===== config.mk =====
export PLATFORM = sky130hd
export DESIGN_NAME = planar_odometry_integrator_unit
export DESIGN_NICKNAME = d
export VERILOG_FILES = /design/src/hdl/poi_pkg.sv /design/src/hdl/planar_odometry_integrator_unit.sv /design/src/hdl/poi_sdiv.sv
export SDC_FILE = /design/constraint.sdc
export NUM_CORES = 2
export LEC_CHECK = 0
export ABC_CLOCK_PERIOD_IN_PS = 15000
export BUFFER_PORTS_ARGS = -buffer_cell sky130_fd_sc_hd__buf_2
export CAP_MARGIN = 40
export CORE_MARGIN = 5
export CORE_UTILIZATION = 58
export CTS_CLUSTER_DIAMETER = 200
export DETAILED_ROUTE_END_ITERATION = 8
export PLACE_DENSITY = 0.82
export SLEW_MARGIN = 20
export SYNTH_ARGS = -nofsm -noshare
export SYNTH_HDL_FRONTEND = slang
export SYNTH_HIERARCHICAL = 1
export SYNTH_SLANG_ARGS = --single-unit

===== constraint.sdc =====
create_clock -name clk -period 15 [get_ports clk]
set_clock_uncertainty 0.2 [all_clocks]
set_input_delay 1.5 -clock clk [delete_from_list [all_inputs] [get_ports clk]]
set_output_delay 1.5 -clock clk [all_outputs]
set_load 0.02 [all_outputs]

===== src/hdl/poi_pkg.sv =====
// ----------------------------------------------------------------------------
// poi_pkg
// Types, widths and constants shared by the planar odometry integrator.
// ----------------------------------------------------------------------------
`default_nettype none

package poi_pkg;

    localparam int ANGLE_BITS_DEF  = 16;
    localparam int MAX_STEP_US_DEF = 1000000;

    localparam int VEL_W   = 16;
    localparam int POS_W   = 32;
    localparam int HEAD_W  = 16;
    localparam int STAMP_W = 32;

    // Wide enough for a 16-bit velocity times a time step of up to one second.
    localparam int PROD_W = 37;

    localparam int CORDIC_STEPS = 24;
    localparam int CORD_W       = 27;
    localparam int ZW           = 34;
    localparam logic signed [CORD_W-1:0] CORDIC_GAIN = 27'sd10188014;

    localparam int ACC_W = 64;

    // Dividend widths of the three serial divisions. Each dividend is biased by a
    // multiple of its divisor (plus half of it for heading and midpoint) so that it
    // is never negative; the bias drops out of the kept bits, or is subtracted for position.
    localparam int HDIV_W = 45;
    localparam int MDIV_W = 59;
    localparam int PDIV_W = 40;

    localparam int unsigned DIV_HEAD = 1000000;
    localparam int unsigned DIV_MID  = 2000000;
    localparam int unsigned DIV_POS  = 1000;

    localparam longint HEAD_BIAS = (64'sd1000000 <<< 24) + 64'sd500000;
    localparam longint MID_BIAS  = (64'sd2000000 <<< 36) + 64'sd1000000;
    localparam longint POS_RND   = 64'sd500 <<< 24;
    localparam longint POS_BIAS  = 64'sd1000 <<< 28;
    localparam longint POS_OFF   = 64'sd1 <<< 28;
    localparam int     POS_SCALE = 24;

    typedef struct packed {
        logic                     func;
        logic [STAMP_W-1:0]       stamp_us;
        logic signed [VEL_W-1:0]  vel_forward;
        logic signed [VEL_W-1:0]  vel_lateral;
        logic signed [VEL_W-1:0]  turn_rate;
        logic signed [POS_W-1:0]  new_x;
        logic signed [POS_W-1:0]  new_y;
        logic [HEAD_W-1:0]        new_heading;
    } in_item_t;

    typedef struct packed {
        logic signed [POS_W-1:0]  pose_x;
        logic signed [POS_W-1:0]  pose_y;
        logic [HEAD_W-1:0]        pose_heading;
        logic                     is_reset_reply;
    } out_item_t;

    function automatic logic signed [ZW-1:0] atan_val(input logic [4:0] idx);
        logic signed [ZW-1:0] v;
        case (idx)
            5'd0:    v = 34'sd536870912;
            5'd1:    v = 34'sd316933406;
            5'd2:    v = 34'sd167458907;
            5'd3:    v = 34'sd85004756;
            5'd4:    v = 34'sd42667331;
            5'd5:    v = 34'sd21354465;
            5'd6:    v = 34'sd10680862;
            5'd7:    v = 34'sd5340245;
            5'd8:    v = 34'sd2670163;
            5'd9:    v = 34'sd1335087;
            5'd10:   v = 34'sd667544;
            5'd11:   v = 34'sd333772;
            5'd12:   v = 34'sd166886;
            5'd13:   v = 34'sd83443;
            5'd14:   v = 34'sd41722;
            5'd15:   v = 34'sd20861;
            5'd16:   v = 34'sd10430;
            5'd17:   v = 34'sd5215;
            5'd18:   v = 34'sd2608;
            5'd19:   v = 34'sd1304;
            5'd20:   v = 34'sd652;
            5'd21:   v = 34'sd326;
            5'd22:   v = 34'sd163;
            5'd23:   v = 34'sd81;
            default: v = '0;
        endcase
        return v;
    endfunction

    function automatic logic signed [POS_W-1:0] sat_pos(input logic signed [PDIV_W+1:0] v);
        logic signed [POS_W-1:0] r;
        if (v > $signed((PDIV_W+2)'(64'sd2147483647)))
            r = 32'sh7FFFFFFF;
        else if (v < $signed(-(PDIV_W+2)'(64'sd2147483648)))
            r = 32'sh80000000;
        else
            r = v[POS_W-1:0];
        return r;
    endfunction

endpackage

`default_nettype wire


===== src/hdl/planar_odometry_integrator_unit.sv =====
// ----------------------------------------------------------------------------
// planar_odometry_integrator_unit
// Dead-reckoning pose integrator with Euler and midpoint rules.
// ----------------------------------------------------------------------------
// One item is processed at a time. A velocity item passes through a bit-serial
// multiply over the time step bits, the heading and midpoint divisions side by
// side (the 59-bit midpoint dividend sets their length), 24 CORDIC iterations,
// a bit-serial rotation over the 27-bit sine and cosine, and the two position
// divisions. A pose reset item is finished in the idle state. The finished
// result sits in an output register, so a new item can be taken while that
// result still waits to be transferred.
`default_nettype none

module planar_odometry_integrator_unit #(
    parameter int ANGLE_BITS  = poi_pkg::ANGLE_BITS_DEF,
    parameter int MAX_STEP_US = poi_pkg::MAX_STEP_US_DEF
) (
    input  wire logic              clk,
    input  wire logic              rst_n,
    input  wire logic              in_valid,
    output logic                   in_stall,
    input  wire poi_pkg::in_item_t in_data,
    output logic                   out_valid,
    input  wire logic              out_stall,
    output poi_pkg::out_item_t     out_data,
    input  wire logic              cfg_valid,
    output logic                   cfg_ready,
    input  wire logic              cfg_data
);

    localparam int DT_W   = $clog2(MAX_STEP_US + 1);
    localparam int P_W    = poi_pkg::VEL_W + DT_W + 1;
    localparam int SHIFT  = 32 - ANGLE_BITS;
    localparam int CW     = poi_pkg::CORD_W;
    localparam int ZW     = poi_pkg::ZW;
    localparam int AW     = poi_pkg::ACC_W;
    localparam int PW     = poi_pkg::PROD_W;
    localparam int HW     = poi_pkg::HDIV_W;
    localparam int MW     = poi_pkg::MDIV_W;
    localparam int QW     = poi_pkg::PDIV_W;

    localparam logic [2:0] S_IDLE = 3'd0;
    localparam logic [2:0] S_MUL  = 3'd1;
    localparam logic [2:0] S_HGO  = 3'd2;
    localparam logic [2:0] S_DIV1 = 3'd3;
    localparam logic [2:0] S_CORD = 3'd4;
    localparam logic [2:0] S_ROT  = 3'd5;
    localparam logic [2:0] S_PGO  = 3'd6;
    localparam logic [2:0] S_DIV2 = 3'd7;

    logic [2:0] state_reg, state_next;
    logic [4:0] cnt_reg, cnt_next;
    logic       fin_reg, fin_next;
    logic       mode_reg, mode_next;

    logic signed [31:0]           pos_x_reg, pos_x_next;
    logic signed [31:0]           pos_y_reg, pos_y_next;
    logic [ANGLE_BITS-1:0]        head_reg, head_next;
    logic signed [15:0]           hv_f_reg, hv_f_next;
    logic signed [15:0]           hv_l_reg, hv_l_next;
    logic signed [15:0]           hv_t_reg, hv_t_next;
    logic [31:0]                  last_stamp_reg, last_stamp_next;
    logic                         seen_reg, seen_next;

    logic signed [15:0]           op_f_reg, op_f_next;
    logic signed [15:0]           op_l_reg, op_l_next;
    logic signed [15:0]           op_t_reg, op_t_next;
    logic [DT_W-1:0]              dt_sh_reg, dt_sh_next;
    logic signed [P_W-1:0]        acc_f_reg, acc_f_next;
    logic signed [P_W-1:0]        acc_l_reg, acc_l_next;
    logic signed [P_W-1:0]        acc_t_reg, acc_t_next;

    logic signed [CW-1:0]         cx_reg, cx_next;
    logic signed [CW-1:0]         cy_reg, cy_next;
    logic signed [ZW-1:0]         cz_reg, cz_next;
    logic                         flip_reg, flip_next;
    logic [CW-1:0]                c_sh_reg, c_sh_next;
    logic [CW-1:0]                s_sh_reg, s_sh_next;
    logic signed [AW-1:0]         px_reg, px_next;
    logic signed [AW-1:0]         py_reg, py_next;

    poi_pkg::out_item_t           res_reg, res_next;
    logic                         out_valid_reg, out_valid_next;
    poi_pkg::out_item_t           out_data_reg, out_data_next;

    logic                         accept;
    logic [31:0]                  diff;
    logic [DT_W-1:0]              dt;
    logic signed [PW-1:0]         turn_w;
    logic signed [MW-1:0]         turn_m;
    logic [HW-1:0]                h_dvd;
    logic [MW-1:0]                m_dvd;
    logic                         h_busy, m_busy, x_busy, y_busy;
    logic [HW-1:0]                h_quot;
    logic [MW-1:0]                m_quot;
    logic [QW-1:0]                x_quot, y_quot, x_dvd, y_dvd;
    logic signed [AW-1:0]         qx, qy;
    logic [31:0]                  ang, ang_f, half;
    logic                         flip;
    logic signed [CW-1:0]         dx, dy, xn, yn;
    logic signed [ZW-1:0]         at, zn;
    logic signed [AW-1:0]         df64, dl64, add_x, add_y;
    logic signed [QW:0]           ex, ey;
    logic signed [QW+1:0]         sum_x, sum_y;
    logic [31:0]                  head32, new_head32;
    logic                         start1, start2;

    assign accept    = in_valid && !in_stall;
    assign in_stall  = state_reg != S_IDLE || fin_reg;
    assign cfg_ready = 1'b1;
    assign out_valid = out_valid_reg;
    assign out_data  = out_data_reg;

    assign start1 = state_reg == S_HGO;
    assign start2 = state_reg == S_PGO;

    // Time step, capped, and zero before the first stamp.
    assign diff = in_data.stamp_us - last_stamp_reg;
    assign dt   = !seen_reg ? '0 :
                  (diff > 32'(MAX_STEP_US)) ? DT_W'(MAX_STEP_US) : diff[DT_W-1:0];

    assign turn_w = PW'(acc_t_reg);
    assign turn_m = MW'(turn_w) <<< SHIFT;
    assign h_dvd  = HW'(turn_w) + HW'(poi_pkg::HEAD_BIAS);
    assign m_dvd  = turn_m + MW'(poi_pkg::MID_BIAS);

    // Rounding offset and the floor by 2^24 come first; the divide by 1000 follows.
    assign qx    = (px_reg + AW'(poi_pkg::POS_RND)) >>> poi_pkg::POS_SCALE;
    assign qy    = (py_reg + AW'(poi_pkg::POS_RND)) >>> poi_pkg::POS_SCALE;
    assign x_dvd = QW'(qx) + QW'(poi_pkg::POS_BIAS);
    assign y_dvd = QW'(qy) + QW'(poi_pkg::POS_BIAS);

    poi_sdiv #(.N(HW), .DIVISOR(poi_pkg::DIV_HEAD)) u_div_head (
        .clk(clk), .rst_n(rst_n), .start(start1), .dividend(h_dvd),
        .busy(h_busy), .quotient(h_quot)
    );

    poi_sdiv #(.N(MW), .DIVISOR(poi_pkg::DIV_MID)) u_div_mid (
        .clk(clk), .rst_n(rst_n), .start(start1), .dividend(m_dvd),
        .busy(m_busy), .quotient(m_quot)
    );

    poi_sdiv #(.N(QW), .DIVISOR(poi_pkg::DIV_POS)) u_div_x (
        .clk(clk), .rst_n(rst_n), .start(start2), .dividend(x_dvd),
        .busy(x_busy), .quotient(x_quot)
    );

    poi_sdiv #(.N(QW), .DIVISOR(poi_pkg::DIV_POS)) u_div_y (
        .clk(clk), .rst_n(rst_n), .start(start2), .dividend(y_dvd),
        .busy(y_busy), .quotient(y_quot)
    );

    // Sample angle on the 32-bit scale, with half the heading change added in midpoint mode.
    assign half  = mode_reg ? m_quot[31:0] : 32'd0;
    assign ang   = {head_reg, {SHIFT{1'b0}}} + half;
    assign ang_f = ang + 32'h4000_0000;
    assign flip  = ang_f[31];

    assign dx = cy_reg >>> cnt_reg;
    assign dy = cx_reg >>> cnt_reg;
    assign at = poi_pkg::atan_val(cnt_reg);
    assign xn = cz_reg[ZW-1] ? cx_reg + dx : cx_reg - dx;
    assign yn = cz_reg[ZW-1] ? cy_reg - dy : cy_reg + dy;
    assign zn = cz_reg[ZW-1] ? cz_reg + at : cz_reg - at;

    assign df64 = AW'(acc_f_reg);
    assign dl64 = AW'(acc_l_reg);

    // The top bit of each two's complement multiplier carries negative weight.
    always_comb
    begin
        add_x = (c_sh_reg[CW-1] ? df64 : '0) - (s_sh_reg[CW-1] ? dl64 : '0);
        add_y = (s_sh_reg[CW-1] ? df64 : '0) + (c_sh_reg[CW-1] ? dl64 : '0);
        if (cnt_reg == '0)
        begin
            add_x = -add_x;
            add_y = -add_y;
        end
    end

    assign ex    = $signed({1'b0, x_quot}) - $signed((QW+1)'(poi_pkg::POS_OFF));
    assign ey    = $signed({1'b0, y_quot}) - $signed((QW+1)'(poi_pkg::POS_OFF));
    assign sum_x = (QW+2)'(pos_x_reg) + (QW+2)'(ex);
    assign sum_y = (QW+2)'(pos_y_reg) + (QW+2)'(ey);

    assign head32     = 32'(head_reg);
    assign new_head32 = 32'(in_data.new_heading);

    always_comb
    begin
        state_next      = state_reg;
        cnt_next        = cnt_reg;
        fin_next        = fin_reg;
        mode_next       = mode_reg;
        pos_x_next      = pos_x_reg;
        pos_y_next      = pos_y_reg;
        head_next       = head_reg;
        hv_f_next       = hv_f_reg;
        hv_l_next       = hv_l_reg;
        hv_t_next       = hv_t_reg;
        last_stamp_next = last_stamp_reg;
        seen_next       = seen_reg;
        op_f_next       = op_f_reg;
        op_l_next       = op_l_reg;
        op_t_next       = op_t_reg;
        dt_sh_next      = dt_sh_reg;
        acc_f_next      = acc_f_reg;
        acc_l_next      = acc_l_reg;
        acc_t_next      = acc_t_reg;
        cx_next         = cx_reg;
        cy_next         = cy_reg;
        cz_next         = cz_reg;
        flip_next       = flip_reg;
        c_sh_next       = c_sh_reg;
        s_sh_next       = s_sh_reg;
        px_next         = px_reg;
        py_next         = py_reg;
        res_next        = res_reg;
        out_valid_next  = out_valid_reg && out_stall;
        out_data_next   = out_data_reg;

        if (cfg_valid && cfg_ready)
            mode_next = cfg_data;

        // A finished result moves to the output register once it is free.
        if (fin_reg && (!out_valid_reg || !out_stall))
        begin
            out_valid_next = 1'b1;
            out_data_next  = res_reg;
            fin_next       = 1'b0;
        end

        case (state_reg)
            S_IDLE:
            begin
                if (accept)
                begin
                    if (in_data.func)
                    begin
                        res_next.pose_x         = pos_x_reg;
                        res_next.pose_y         = pos_y_reg;
                        res_next.pose_heading   = head32[15:0];
                        res_next.is_reset_reply = 1'b1;
                        pos_x_next = in_data.new_x;
                        pos_y_next = in_data.new_y;
                        head_next  = new_head32[ANGLE_BITS-1:0];
                        fin_next   = 1'b1;
                    end
                    else
                    begin
                        op_f_next       = hv_f_reg;
                        op_l_next       = hv_l_reg;
                        op_t_next       = hv_t_reg;
                        dt_sh_next      = dt;
                        acc_f_next      = '0;
                        acc_l_next      = '0;
                        acc_t_next      = '0;
                        hv_f_next       = in_data.vel_forward;
                        hv_l_next       = in_data.vel_lateral;
                        hv_t_next       = in_data.turn_rate;
                        last_stamp_next = in_data.stamp_us;
                        seen_next       = 1'b1;
                        cnt_next        = '0;
                        state_next      = S_MUL;
                    end
                end
            end
            S_MUL:
            begin
                acc_f_next = (acc_f_reg <<< 1) + (dt_sh_reg[DT_W-1] ? P_W'(op_f_reg) : '0);
                acc_l_next = (acc_l_reg <<< 1) + (dt_sh_reg[DT_W-1] ? P_W'(op_l_reg) : '0);
                acc_t_next = (acc_t_reg <<< 1) + (dt_sh_reg[DT_W-1] ? P_W'(op_t_reg) : '0);
                dt_sh_next = dt_sh_reg << 1;
                cnt_next   = cnt_reg + 1'b1;
                if (cnt_reg == 5'(DT_W - 1))
                    state_next = S_HGO;
            end
            S_HGO:
            begin
                state_next = S_DIV1;
            end
            S_DIV1:
            begin
                if (!h_busy && !m_busy)
                begin
                    head_next  = head_reg + h_quot[ANGLE_BITS-1:0];
                    flip_next  = flip;
                    cx_next    = poi_pkg::CORDIC_GAIN;
                    cy_next    = '0;
                    cz_next    = ZW'($signed(flip ? ang + 32'h8000_0000 : ang));
                    cnt_next   = '0;
                    state_next = S_CORD;
                end
            end
            S_CORD:
            begin
                cx_next  = xn;
                cy_next  = yn;
                cz_next  = zn;
                cnt_next = cnt_reg + 1'b1;
                if (cnt_reg == 5'(poi_pkg::CORDIC_STEPS - 1))
                begin
                    c_sh_next  = flip_reg ? -xn : xn;
                    s_sh_next  = flip_reg ? -yn : yn;
                    px_next    = '0;
                    py_next    = '0;
                    cnt_next   = '0;
                    state_next = S_ROT;
                end
            end
            S_ROT:
            begin
                px_next   = (px_reg <<< 1) + add_x;
                py_next   = (py_reg <<< 1) + add_y;
                c_sh_next = c_sh_reg << 1;
                s_sh_next = s_sh_reg << 1;
                cnt_next  = cnt_reg + 1'b1;
                if (cnt_reg == 5'(CW - 1))
                    state_next = S_PGO;
            end
            S_PGO:
            begin
                state_next = S_DIV2;
            end
            S_DIV2:
            begin
                if (!x_busy && !y_busy)
                begin
                    pos_x_next              = poi_pkg::sat_pos(sum_x);
                    pos_y_next              = poi_pkg::sat_pos(sum_y);
                    res_next.pose_x         = poi_pkg::sat_pos(sum_x);
                    res_next.pose_y         = poi_pkg::sat_pos(sum_y);
                    res_next.pose_heading   = head32[15:0];
                    res_next.is_reset_reply = 1'b0;
                    fin_next                = 1'b1;
                    state_next              = S_IDLE;
                end
            end
            default:
            begin
                state_next = S_IDLE;
            end
        endcase
    end

    always_ff @(posedge clk or negedge rst_n)
    begin
        if (!rst_n)
        begin
            state_reg      <= S_IDLE;
            cnt_reg        <= '0;
            fin_reg        <= 1'b0;
            mode_reg       <= 1'b0;
            pos_x_reg      <= '0;
            pos_y_reg      <= '0;
            head_reg       <= '0;
            hv_f_reg       <= '0;
            hv_l_reg       <= '0;
            hv_t_reg       <= '0;
            last_stamp_reg <= '0;
            seen_reg       <= 1'b0;
            out_valid_reg  <= 1'b0;
        end
        else
        begin
            state_reg      <= state_next;
            cnt_reg        <= cnt_next;
            fin_reg        <= fin_next;
            mode_reg       <= mode_next;
            pos_x_reg      <= pos_x_next;
            pos_y_reg      <= pos_y_next;
            head_reg       <= head_next;
            hv_f_reg       <= hv_f_next;
            hv_l_reg       <= hv_l_next;
            hv_t_reg       <= hv_t_next;
            last_stamp_reg <= last_stamp_next;
            seen_reg       <= seen_next;
            out_valid_reg  <= out_valid_next;
        end
    end

    always_ff @(posedge clk)
    begin
        op_f_reg     <= op_f_next;
        op_l_reg     <= op_l_next;
        op_t_reg     <= op_t_next;
        dt_sh_reg    <= dt_sh_next;
        acc_f_reg    <= acc_f_next;
        acc_l_reg    <= acc_l_next;
        acc_t_reg    <= acc_t_next;
        cx_reg       <= cx_next;
        cy_reg       <= cy_next;
        cz_reg       <= cz_next;
        flip_reg     <= flip_next;
        c_sh_reg     <= c_sh_next;
        s_sh_reg     <= s_sh_next;
        px_reg       <= px_next;
        py_reg       <= py_next;
        res_reg      <= res_next;
        out_data_reg <= out_data_next;
    end

endmodule

`default_nettype wire


===== src/hdl/poi_sdiv.sv =====
// ----------------------------------------------------------------------------
// poi_sdiv
// Restoring divider by a constant, one quotient bit per cycle.
// ----------------------------------------------------------------------------
`default_nettype none

module poi_sdiv #(
    parameter int N = poi_pkg::PDIV_W,
    parameter int unsigned DIVISOR = poi_pkg::DIV_POS
) (
    input  wire logic         clk,
    input  wire logic         rst_n,
    input  wire logic         start,
    input  wire logic [N-1:0] dividend,
    output logic              busy,
    output logic [N-1:0]      quotient
);

    localparam int D_W   = $clog2(DIVISOR + 1);
    localparam int CNT_W = $clog2(N + 1);
    localparam logic [D_W:0] DV = (D_W+1)'(DIVISOR);

    logic [N-1:0]     q_reg, q_next;
    logic [D_W-1:0]   rem_reg, rem_next;
    logic [CNT_W-1:0] cnt_reg, cnt_next;
    logic [D_W:0]     trial;
    logic             ge;

    // The dividend shifts out at the top while quotient bits shift in below.
    always_comb
    begin
        trial    = {rem_reg, q_reg[N-1]};
        ge       = trial >= DV;
        q_next   = q_reg;
        rem_next = rem_reg;
        cnt_next = cnt_reg;
        if (start)
        begin
            q_next   = dividend;
            rem_next = '0;
            cnt_next = CNT_W'(N);
        end
        else if (cnt_reg != '0)
        begin
            rem_next = ge ? D_W'(trial - DV) : trial[D_W-1:0];
            q_next   = {q_reg[N-2:0], ge};
            cnt_next = cnt_reg - 1'b1;
        end
    end

    always_ff @(posedge clk or negedge rst_n)
    begin
        if (!rst_n)
            cnt_reg <= '0;
        else
            cnt_reg <= cnt_next;
    end

    always_ff @(posedge clk)
    begin
        q_reg   <= q_next;
        rem_reg <= rem_next;
    end

    assign busy     = cnt_reg != '0;
    assign quotient = q_reg;

endmodule

`default_nettype wire


==> results.tsv <==
stage	metric	value	unit
outcome	outcome	complete, no violations	
setup_path	critPathSlowestCell	a2111oi_0	
routing	antenna_left	0	
routing	drt-vias-per-instance	6.20	
synthesis	synth_edf_count	796	
global_routing	grt_max_degree	134	
clock_network	cts_tree	done	
sta	maxSlewViolCount	0	
clock_network	insertion_delay	0.77	ns
synthesis	synth_cell_type_count	119	
synthesis	synth_cells	8723	
placement	globalplace.congestion	0.943	
synthesis	synth_warnings	6	
power_and_ir_drop	switchingPower	1.44	mW
clock_network	h-tree-depth	3	
clock_network	hold_buffers	0	
global_routing	grt_pass1_wl	329000	um
layout	most-common-layout-cells	nand2_1 (858), nor2_1 (847), edfxtp_1 (796), a21oi_1 (763), ha_1 (574)	
power_and_ir_drop	powerDensity	74.3	mW/mm2
job	max-cap-violations	0	
power_and_ir_drop	p_int	5.06	mW
synthesis	synthFlopType	edfxtp_1	
setup_path	ff2ff_setup_slack	5.82	ns
placement	dp.cells	10502	
synthesis	synth-async-reset-ratio	0.186	
layout	nNetsFinal	9592	
setup_path	path_max_fanout	39	
worst_hold_path	hold_path.class	flip-flop to flip-flop	
placement	dp_hpwl	147000	um
floorplanning	io_pins	251	
floorplanning	coreArea	0.137	mm2
placement	portBuffers	249	
layout	fin_cells	10734	
layout	drive_gt1_frac	0.103	
setup_path	crit_type	flip-flop to flip-flop	
sta	worst_slack	5.82	ns
global_routing	grt_overflow	0	
power_and_ir_drop	peakVddDrop	0.0977	mV
floorplanning	die-area	0.146	mm2
routing	drt_iter0_drc	5774	
sta	worst_slew_pin_slew	0.871	ns
setup_path	crit_top_cell	o21ai_0	
power_and_ir_drop	leakage	36.4	nW
setup_path	cp_num_buf_inv	2	
setup_path	critPathTopFamily	compound AO/OA/AOI/OAI gates	
setup_path	start_kind	flip-flop	
sta	rsz0062_at_grt	false	
synthesis	syn_area	0.0803	mm2
routing	wirelength	203000	um
sta	setup_viol	0	
clock_network	clockBufferDepth	3	
global_routing	grt_use_total	0.268	
synthesis	synth_seq_cells	1053	
layout	final_common_cell	nand2_1	
floorplanning	dieHeight	382	um
routing	via_count	66512	
clock_network	clkTransAtPathRegs	0.07	ns
clock_network	clkSinkCount	1053	
layout	final_core_util	0.637	
setup_path	arrival	9.46	ns
power_and_ir_drop	pwr-share-comb	0.033	
floorplanning	chipWidth	382	um
global_routing	grt_pass1_vias	64656	
sta	fmax	0.109	GHz
clock_network	cts_setup_buffers	0	
clock_network	clockRootBuffer	clkbuf_16	
clock_network	post_cts_resized	0	
sta	final.setup.tns	0	ns
floorplanning	rows	136	
clock_network	cts_buffers	117	
power_and_ir_drop	seqPwrFrac	0.489	
power_and_ir_drop	p_sw_frac	0.221	
layout	syn_to_final_growth	9.05	%
synthesis	ys_seq_area_frac	0.374	
layout	n_antenna_cell	0	
synthesis	syn_avg_cell_area	9.20	um2
placement	post-place-ws	6.20	ns
setup_path	worstPathRequired	15.28	ns
sta	final_hold_viol_count	0	
routing	drc_errors	0	
sta	post-route-period-util	0.612	
sta	fin_crit	9.18	ns
setup_path	end_kind	flip-flop	
setup_path	critical_path.max_stage_delay	0.81	ns
floorplanning	initial_utilization	0.584	
routing	first_pass_iters	6	
routing	wl_per_cell	18.9	um
power_and_ir_drop	p_clk_frac	0.478	
global_routing	grt_antenna_before_repair	2	
sta	slew_headroom	0.405	
[per-stage QoR]
stage          hold WS (ns)  power, mW  area, um2
5_1_grt               0.221       6.71      87600
2_1_floorplan         0.200       3.38      80400
3_3_place_gp          0.201       3.44      82900
4_1_cts               0.217       6.54      87400
6_report              0.216       6.50      87600
3_5_place_dp          0.205       3.45      83200
[power by group through the flow]
stage,Sequential (mW),Combinational [mW],Clock (mW)
2_1_floorplan,3.21,0.168,0
3_3_place_gp,3.24,0.199,0
3_5_place_dp,3.24,0.210,0
4_1_cts,3.18,0.212,3.15
5_1_grt,3.19,0.237,3.28
6_report,3.18,0.214,3.11
[cell usage after synthesis, drive strengths merged, types with 58 or more instances]
library cell | instances | share of area
a211oi | 81 | 0.0077
a21o | 273 | 0.026
a21oi | 765 | 0.048
a31oi | 103 | 0.0080
and2 | 236 | 0.018
and3 | 100 | 0.0078
buf | 87 | 0.0064
clkbuf | 289 | 0.014
dfrtp | 196 | 0.061
dfxtp | 61 | 0.015
edfxtp | 796 | 0.30
ha | 574 | 0.089
inv | 281 | 0.013
mux2 | 201 | 0.028
nand2 | 863 | 0.040
nand2b | 113 | 0.0088
nand3 | 196 | 0.012
nand4 | 58 | 0.0045
nor2 | 848 | 0.040
nor2b | 75 | 0.0058
nor3 | 146 | 0.0094
o21a | 92 | 0.0086
o21ai | 519 | 0.032
o21bai | 71 | 0.0066
o31ai | 80 | 0.0078
or3 | 79 | 0.0062
xnor2 | 465 | 0.051
xor2 | 360 | 0.039
[cell families (layout without fill, tap and decap cells)]
family / after synthesis / in the layout / synth area share
mux: 289 / 289 / 0.0482
xor+xnor: 825 / 825 / 0.0900
flops: 1053 / 1053 / 0.374
buf+inv: 661 / 852 / 0.0334
fa+ha+maj: 589 / 589 / 0.0932
compound gates: 2378 / 2378 / 0.187
simple gates: 2926 / 2926 / 0.174
other cells: 2 / 28 / 0.0000935
[cell type report]
cell class	instances	area (um2)
sequential	1053	30000
clock inverter	70	923
tap	1794	2240
clock buffer	153	3270
multi-input combinational	7035	47800
inverter	285	1070
fill	11039	49900
timing repair buffer	344	2200
[final timing paths]
| check | startpoint | end | cells past startpoint |
|---|---|---|---|
| worst max-delay path | s_sh_reg[26] | px_reg[60] | 29 |
| worst min-delay path | res_reg[41] | out_data[41] | 0 |
| worst max register to register | s_sh_reg[26] | px_reg[60] | 29 |
| worst min register to register | res_reg[41] | out_data[41] | 0 |
| max in group asynchronous | rst_n | pos_x_reg[1] | 5 |
| min in group asynchronous | rst_n | last_stamp_reg[23] | 1 |
[routing by layer]
| layer | up-vias | track usage | wire length [um] |
|---|---|---|---|
| li1 | 32049 | - | - |
| met4 | 4 | 0.0795 | 5470 |
| met5 | - | 0 | 28 |
| met3 | 390 | 0.0404 | 14300 |
| met2 | 2372 | 0.447 | 95400 |
| met1 | 31697 | 0.362 | 87700 |
No activity file was read; power rests on OpenSTA's default activity.
